`src/design/sef_pkg.sv`:
```
// Shared types and constants for the scaler event record formatter.
`default_nettype none

package sef_pkg;

  // Input item kinds carried on in_tuser
  typedef enum logic [1:0] {
    FUNC_START   = 2'd0,
    FUNC_HEADER  = 2'd1,
    FUNC_CHANNEL = 2'd2
  } func_t;

  // Configuration register indexes
  typedef enum logic [2:0] {
    REG_DATA_ID        = 3'd0,
    REG_CRATE_NUMBER   = 3'd1,
    REG_SLOT_NUMBER    = 3'd2,
    REG_ENABLED_MASK   = 3'd3,
    REG_ENABLED_COUNT  = 3'd4,
    REG_COUNT_OFFSET   = 3'd5,
    REG_CLEAR_ON_START = 3'd6
  } reg_idx_t;

  localparam int MAX_CHANNELS_DEF = 32;

  // Words in the record head, and the largest burst one beat can cause
  localparam int HEAD_WORDS = 5;
  localparam int BUF_DEPTH  = 6;

  localparam logic [31:0] BAD_WORD = 32'hffff_ffff;

endpackage

`default_nettype wire

```
`src/design/scaler_event_record_formatter.sv`:
```
// Scaler event record formatter: builds record words from header and channel beats.
// The first result word is registered: it appears the cycle after the input beat is accepted.
// Throughput: one input beat per cycle while out_tready is high; a channel-0 beat loads
// a six-word burst into the output buffer; input stalls until its last word leaves.
// A header beat with no channels enabled loads a five-word burst the same way.
// Reset (rst_n low, synchronous): config regs zero, wrap tracking cleared, buffer empty.
`default_nettype none

module scaler_event_record_formatter
  import sef_pkg::*;
#(
  parameter int MAX_CHANNELS = MAX_CHANNELS_DEF
) (
  input  wire logic        clk,
  input  wire logic        rst_n,

  input  wire logic        in_tvalid,
  output logic             in_tready,
  input  wire logic [31:0] in_tdata,   // [31:0] word_in
  input  wire logic [1:0]  in_tuser,   // [1:0] func

  output logic             out_tvalid,
  input  wire logic        out_tready,
  output logic [31:0]      out_tdata,  // [31:0] word_out
  output logic             out_tlast,  // last_word
  output logic             out_tuser,  // [0] bad_count

  input  wire logic        cfg_valid,
  output logic             cfg_ready,
  input  wire logic [2:0]  cfg_addr,
  input  wire logic [31:0] cfg_data
);

  localparam logic [5:0] MAX_N   = 6'(MAX_CHANNELS);
  localparam int         CNT_W   = $clog2(BUF_DEPTH + 1);

  // configuration
  logic [31:0] data_id_r;
  logic [3:0]  crate_r;
  logic [4:0]  slot_r;
  logic [31:0] mask_r;
  logic [5:0]  en_count_r;
  logic [31:0] offset_r;
  logic        clear_on_start_r;

  // tracking state
  logic [31:0] last_count_r, last_count_nxt;
  logic [31:0] wrap_count_r, wrap_count_nxt;
  logic [31:0] held_header_r, held_header_nxt;
  logic [5:0]  chan_idx_r, chan_idx_nxt;

  // output burst buffer
  logic [31:0]      buf_word_r [BUF_DEPTH];
  logic [31:0]      buf_word_nxt [BUF_DEPTH];
  logic [CNT_W-1:0] buf_cnt_r, buf_cnt_nxt;
  logic             buf_last_r, buf_last_nxt;
  logic             buf_bad_r, buf_bad_nxt;

  logic        in_acc, out_acc;
  logic [5:0]  n_act;
  logic [31:0] id_word, loc_word;
  logic [32:0] lo_sum;
  logic [31:0] hi_sum;
  logic        wrap_inc, rec_last;
  logic [31:0] ch0_high, ch0_val;
  logic        ch0_bad;
  func_t       func;

  assign cfg_ready  = 1'b1;
  assign out_tvalid = (buf_cnt_r != '0);
  assign in_tready  = (buf_cnt_r == '0) ||
                      ((buf_cnt_r == CNT_W'(1)) && out_tready);
  assign in_acc     = in_tvalid && in_tready;
  assign out_acc    = out_tvalid && out_tready;
  assign out_tdata  = buf_word_r[0];
  assign out_tlast  = buf_last_r && (buf_cnt_r == CNT_W'(1));
  assign out_tuser  = buf_bad_r;
  assign func       = func_t'(in_tuser);

  always_comb begin
    n_act    = (en_count_r > MAX_N) ? MAX_N : en_count_r;
    id_word  = data_id_r | (32'(n_act) + 32'(HEAD_WORDS));
    loc_word = {7'd0, crate_r, slot_r, 16'd0};
    rec_last = ((chan_idx_r + 6'd1) == n_act);

    // extend channel 0: both halves of the 64-bit sum in parallel
    wrap_inc = (in_tdata < last_count_r);
    lo_sum   = {1'b0, in_tdata} + {1'b0, offset_r};
    hi_sum   = wrap_count_r + {32{offset_r[31]}} + {31'd0, lo_sum[32]} + {31'd0, wrap_inc};

    ch0_high = 32'd0;
    ch0_val  = in_tdata;
    ch0_bad  = 1'b0;
    if (mask_r[0]) begin
      if (in_tdata != 32'd0) begin
        ch0_high = hi_sum;
        ch0_val  = lo_sum[31:0];
      end else begin
        ch0_high = BAD_WORD;
        ch0_val  = BAD_WORD;
        ch0_bad  = 1'b1;
      end
    end
  end

  always_comb begin
    last_count_nxt  = last_count_r;
    wrap_count_nxt  = wrap_count_r;
    held_header_nxt = held_header_r;
    chan_idx_nxt    = chan_idx_r;
    buf_cnt_nxt     = buf_cnt_r;
    buf_last_nxt    = buf_last_r;
    buf_bad_nxt     = buf_bad_r;

    // drain: shift the burst down one word per beat taken
    for (int i = 0; i < BUF_DEPTH; i++) begin
      buf_word_nxt[i] = buf_word_r[i];
    end
    if (out_acc) begin
      for (int i = 0; i < BUF_DEPTH - 1; i++) begin
        buf_word_nxt[i] = buf_word_r[i+1];
      end
      buf_cnt_nxt = buf_cnt_r - CNT_W'(1);
    end

    if (in_acc) begin
      unique case (func)
        FUNC_START: begin
          if (clear_on_start_r) begin
            last_count_nxt = 32'd0;
            wrap_count_nxt = 32'd0;
          end
        end
        FUNC_HEADER: begin
          held_header_nxt = in_tdata;
          chan_idx_nxt    = 6'd0;
          if (n_act == 6'd0) begin
            buf_word_nxt[0] = id_word;
            buf_word_nxt[1] = loc_word;
            buf_word_nxt[2] = 32'd0;
            buf_word_nxt[3] = mask_r;
            buf_word_nxt[4] = in_tdata;
            buf_cnt_nxt     = CNT_W'(HEAD_WORDS);
            buf_last_nxt    = 1'b1;
            buf_bad_nxt     = 1'b0;
          end
        end
        FUNC_CHANNEL: begin
          if (chan_idx_r < n_act) begin
            chan_idx_nxt = chan_idx_r + 6'd1;
            buf_last_nxt = rec_last;
            if (chan_idx_r == 6'd0) begin
              if (mask_r[0] && (in_tdata != 32'd0)) begin
                last_count_nxt = in_tdata;
                wrap_count_nxt = wrap_count_r + {31'd0, wrap_inc};
              end
              buf_word_nxt[0] = id_word;
              buf_word_nxt[1] = loc_word;
              buf_word_nxt[2] = ch0_high;
              buf_word_nxt[3] = mask_r;
              buf_word_nxt[4] = held_header_r;
              buf_word_nxt[5] = ch0_val;
              buf_cnt_nxt     = CNT_W'(BUF_DEPTH);
              buf_bad_nxt     = ch0_bad;
            end else begin
              buf_word_nxt[0] = in_tdata;
              buf_cnt_nxt     = CNT_W'(1);
              buf_bad_nxt     = 1'b0;
            end
          end
        end
        default: begin
          // unused code: drop the beat
        end
      endcase
    end
  end

  always_ff @(posedge clk) begin
    if (!rst_n) begin
      data_id_r        <= 32'd0;
      crate_r          <= 4'd0;
      slot_r           <= 5'd0;
      mask_r           <= 32'd0;
      en_count_r       <= 6'd0;
      offset_r         <= 32'd0;
      clear_on_start_r <= 1'b0;
    end else if (cfg_valid && cfg_ready) begin
      unique case (reg_idx_t'(cfg_addr))
        REG_DATA_ID:        data_id_r        <= cfg_data;
        REG_CRATE_NUMBER:   crate_r          <= cfg_data[3:0];
        REG_SLOT_NUMBER:    slot_r           <= cfg_data[4:0];
        REG_ENABLED_MASK:   mask_r           <= cfg_data;
        REG_ENABLED_COUNT:  en_count_r       <= cfg_data[5:0];
        REG_COUNT_OFFSET:   offset_r         <= cfg_data;
        REG_CLEAR_ON_START: clear_on_start_r <= cfg_data[0];
        default: begin
        end
      endcase
    end
  end

  always_ff @(posedge clk) begin
    if (!rst_n) begin
      last_count_r <= 32'd0;
      wrap_count_r <= 32'd0;
      chan_idx_r   <= 6'd0;
      buf_cnt_r    <= '0;
      buf_last_r   <= 1'b0;
      buf_bad_r    <= 1'b0;
    end else begin
      last_count_r <= last_count_nxt;
      wrap_count_r <= wrap_count_nxt;
      chan_idx_r   <= chan_idx_nxt;
      buf_cnt_r    <= buf_cnt_nxt;
      buf_last_r   <= buf_last_nxt;
      buf_bad_r    <= buf_bad_nxt;
    end
  end

  always_ff @(posedge clk) begin
    held_header_r <= held_header_nxt;
    for (int i = 0; i < BUF_DEPTH; i++) begin
      buf_word_r[i] <= buf_word_nxt[i];
    end
  end

  // a beat is taken only when the buffer is empty or its final word leaves now
  a_no_overrun: assert property (@(posedge clk) disable iff (!rst_n)
    in_acc |-> ((buf_cnt_r == '0) || ((buf_cnt_r == CNT_W'(1)) && out_acc)))
    else $error("input beat accepted over a pending burst");

  a_cnt_range: assert property (@(posedge clk) disable iff (!rst_n)
    buf_cnt_r <= CNT_W'(BUF_DEPTH))
    else $error("burst count out of range");

  a_hdr_resets_idx: assert property (@(posedge clk) disable iff (!rst_n)
    (in_acc && (in_tuser == FUNC_HEADER)) |=> (chan_idx_r == 6'd0))
    else $error("header beat did not restart the channel index");

  a_burst_drain: assert property (@(posedge clk) disable iff (!rst_n)
    (out_acc && (buf_cnt_r > CNT_W'(1))) |=> (buf_cnt_r == $past(buf_cnt_r) - CNT_W'(1)))
    else $error("burst did not advance by one word");

endmodule

`default_nettype wire

```
`config.mk`:
```
export PLATFORM = sky130hd
export DESIGN_NAME = scaler_event_record_formatter
export DESIGN_NICKNAME = d
export VERILOG_FILES = /design/src/design/sef_pkg.sv /design/src/design/scaler_event_record_formatter.sv
export SDC_FILE = /design/constraint.sdc
export NUM_CORES = 1
export LEC_CHECK = 0
export BUFFER_PORTS_ARGS = -buffer_cell sky130_fd_sc_hd__buf_2
export CAP_MARGIN = 20
export CORE_UTILIZATION = 45
export DETAILED_ROUTE_END_ITERATION = 10
export GPL_TIMING_DRIVEN = 1
export PLACE_DENSITY_LB_ADDON = 0.2
export RECOVER_POWER = 50
export SKIP_CTS_REPAIR_TIMING = 1
export SYNTH_ARGS = -nofsm -noshare
export SYNTH_HDL_FRONTEND = slang
export SYNTH_SLANG_ARGS = --single-unit
export TNS_END_PERCENT = 10
```
`constraint.sdc`:
```
create_clock -name clk -period 6.1 [get_ports clk]
set_input_delay 0.61 -clock clk [delete_from_list [all_inputs] [get_ports clk]]
set_output_delay 0.61 -clock clk [all_outputs]
set_load 0.01 [all_outputs]
```
==> reports/metrics.yaml <==
die:
  initial_core_util: 0.4566
  core_region_area_um2: 49050
  ioPinCount: 111
  die-area_um2: 50670
  core.rowCount: 81
  fp.dieH_um: 225.1
  chipWidth_um: 225.1
global_route:
  grt_pass1_vias: 18756
  grt_antenna_before_repair: 0
  grt_start_max_net_pins: 129
  grt_pass1_wl_um: 113200
  grt.overflow.total: 0
  grtUsageTotal: 0.2929
synthesis:
  ys_top_cells_by_area: "dfxtp_1 (31%), nand2_1 (9.2%), edfxtp_1 (8.6%)"
  synth_area_leader_cell: "dfxtp_1"
  synth-simple-area-share: 0.1838
  ys_ff_latch: 411
  synth_edf_count: 64
  synth_mux_area_frac: 0.05631
  synth_area_um2: 22400
  yosys_warnings: 0
  synthAdderAreaFrac: 0.08201
  synth_compound_area_frac: 0.2068
  synth_ff_type: "dfxtp_1"
  async_flop_share: 0
  synth_top_area_frac: 0.3102
  synthesis.nets: 2855
  synth_cell_types: 74
  seq_area_frac_synth: 0.3960
  synth_cells: 2636
  synth_top_family_by_area: "compound AO/OA/AOI/OAI gates"
  syn_area_per_cell_um2: 8.497
  yosys.area_share.xor_xnor: 0.03715
setup_path:
  cp.arrival_ns: 6.08
  crit_required_ns: 6.56
  cp_max_fo: 3
  cpPeakStageDelay_ns: 0.56
  crit_type: "reg -> reg"
  end_kind: "register"
  r2r.worst_path.cells: 23
  worst_path_max_delay_cell: "a221oi_1"
  path_cells: "inv_1 > ha_1 > a21o_1 > a21o_1 > a21oi_1 > o21ai_0 > a21o_1 > a221oi_1 > nand2_1 > a221oi_1 > fa_1 > ha_1 > inv_1 > fa_1 > nand2b_1 > a21oi_1 > o31a_1 > o21ai_0 > a21oi_1 > o311ai_0 > and3b_1 > o21ai_0 > o2bb2ai_1"
  startpoint_type: "register"
cts:
  clock_latency_ns: 0.61
  numCtsBuffers: 47
  cts_buffer_depth: 3
  clock-sinks: 411
  clk_pin_slew_worst_paths_ns: 0.06
  htreeDepth: 2
  cts_root_buf: "clkbuf_16"
  cts_tree: "done"
pwr:
  power_density_nw_per_um2: 346.0
  combPwrFrac: 0.240
  p_leak_nw: 9.364
  p_sw_frac: 0.3328
  clockPowerShare: 0.348
  ir_worst_vdd_v: 0.0002280
  internal_power_w: 0.005787
  switchingPower_w: 0.002887
  seq_power_share: 0.412
timing:
  finalHoldViolCount: 0
  finalMaxSlewViolations: 153
  fin_crit_sh: 0.9212
  min_period_ns: 5.619
  slew_headroom: -1.542
  timing.setup.tns_ns: 0
  max_freq_mhz: 178.0
  finalSetupViolations: 0
  rsz0062_at_grt: "no"
  layout_setup_ws_ns: 0.4808
  skew_ns: 0.01927
  worstMarginPinSlew_ns: 3.813
finish:
  drive_above_1_share: 0.06998
  antenna_cells: 0
  nets: 2896
  seq_area_um2: 8870
  areaGrowthSynthToFinish_pct: 11.94
  multi_input_comb_area_um2: 12750
  fillers: 4728
outcome:
  status: "finished with violations"
  violations: "max-capacitance violations, max-slew violations"
hold_path:
  hold_depth: 3
  hold_path_class: "in -> reg"
placed_design:
  port_buffers: 109
  dp_hpwl_um: 51340
  dp_slack_ns: 0.1195
  gp_congestion: 0.9092
routing:
  drtIter0Drc: 1700
  first_pass_iters: 5
  routed_wl_um: 75060
  ant_nets: 0
  dr_total_vias: 19875
  avgViaCountPerCell: 5.882
  wl_per_cell_um: 22.21
  drc_errors: 0
flow_run:
  max_cap_violations: 3
==> critical path: cells and delay by family, from the launching register on <==
family,cells,cell delay (ns)
simple gates,3,0.57
flops,1,0.32
buf+inv,2,0.13
fa+ha+maj,4,1.23
compound gates,14,3.21
==> synthesized netlist by cell type (all sizes together) (4+ instances only) <==
master and instances:
a31oi 17, nor2 131, o211a 4, a311oi 8, a21oi 187, nand3 65
edfxtp 64, or2 7, dfxtp 347, nand4 25, a22oi 14, o21ai 157
clkbuf 117, inv 56, nand2b 15, o21bai 8, nor3 34, or3 4
ha 142, a221o 34, o22ai 22, nand2 547, nor4 17, and3 19
o221ai 20, o21a 9, nor2b 31, xnor2 56, mux2i 126, buf 42
a21boi 126, xor2 39, o211ai 5, o2bb2ai 4, a21o 42, o22a 21
a211oi 12, and2 23
==> power by group through the flow <==
stage	combinational [W]	sequential [W]	clock, W
final	0.00208	0.00357	0.00302
after global routing	0.00226	0.00360	0.00316
after CTS	0.00208	0.00356	0.00305
after detailed placement	0.00207	0.00361	0
after global placement	0.00202	0.00360	0
after floorplan	0.00144	0.00346	0
==> cell usage in the layout (no fill, tap or decap), types with 9 or more instances in the layout <==
cell type / count
nor4_1: 11
a211oi_1: 12
nand4_1: 24
nand2b_1: 15
and2_1: 21
xnor2_1: 56
nor2b_1: 31
buf_4: 32
edfxtp_1: 64
a31oi_1: 16
o22ai_1: 22
nor2_1: 126
and3_1: 16
o21ai_0: 151
buf_2: 45
clkbuf_16: 49
nand2_1: 545
a22oi_1: 14
a21o_1: 42
o221ai_1: 20
a21boi_0: 126
nor3_1: 31
o21a_1: 9
mux2i_1: 126
nand3_1: 65
ha_1: 141
dfxtp_1: 346
xor2_1: 39
a221o_1: 34
inv_1: 55
clkbuf_1: 86
o22a_1: 21
a21oi_1: 185
==> layout make-up <==
class	count	share of cell area
Clock buffer	70	0.05444
Inverter	56	0.008384
Sequential cell	411	0.3538
Multi-Input combinational cell	2010	0.5084
Timing Repair Buffer	151	0.03099
Tap cell	664	0.03314
Clock inverter	17	0.01093
==> kinds of logic after synthesis <==
family / count (synthesis)
mux: 126
compound gates: 711
xor+xnor: 95
buf+inv: 215
flops: 411
fa+ha+maj: 145
simple gates: 932
other cells: 1
==> metrics by stage <==
stage	power [W]	cells	area, um^2	util	hold WS [ns]
2_1_floorplan	0.004897	2636	22400	-	0.4244
3_3_place_gp	0.005626	3291	23540	0.4799	0.4312
3_5_place_dp	0.005681	3291	23540	0.4799	0.4410
4_1_cts	0.008690	3378	25180	0.5133	0.2649
5_1_grt	0.009020	3379	25070	0.5111	0.2976
6_report	0.008674	3379	25070	0.5111	0.2989
==> sequential cells by signal, summed over array words and instances (netlist names), 4 cells and up <==
register,flops
crate_r,4
buf_word_r,192
held_header_r,32
chan_idx_r,6
en_count_r,6
slot_r,5
wrap_count_r,32
mask_r,32
last_count_r,32
data_id_r,32
offset_r,32
==> worst paths after layout <==
| path | startpoint | endpoint | slack (ns) |
|---|---|---|---|
| max reg2reg | last_count_r[17] | buf_word_r[2][30] | 0.48 |
| max | last_count_r[17] | buf_word_r[2][30] | 0.48 |
| min | cfg_data[18] | data_id_r[18] | 0.30 |
| min reg2reg | mask_r[29] | buf_word_r[3][29] | 0.46 |
==> per-layer routing <==
layer	global-route usage	share of wire	up-vias
met5	0	0	-
met2	0.4583	0.44	769
met1	0.4035	0.45	9510
met4	0.1196	0.038	0
li1	-	-	9443
met3	0.04263	0.071	153
(Power assumes the default switching activity.)
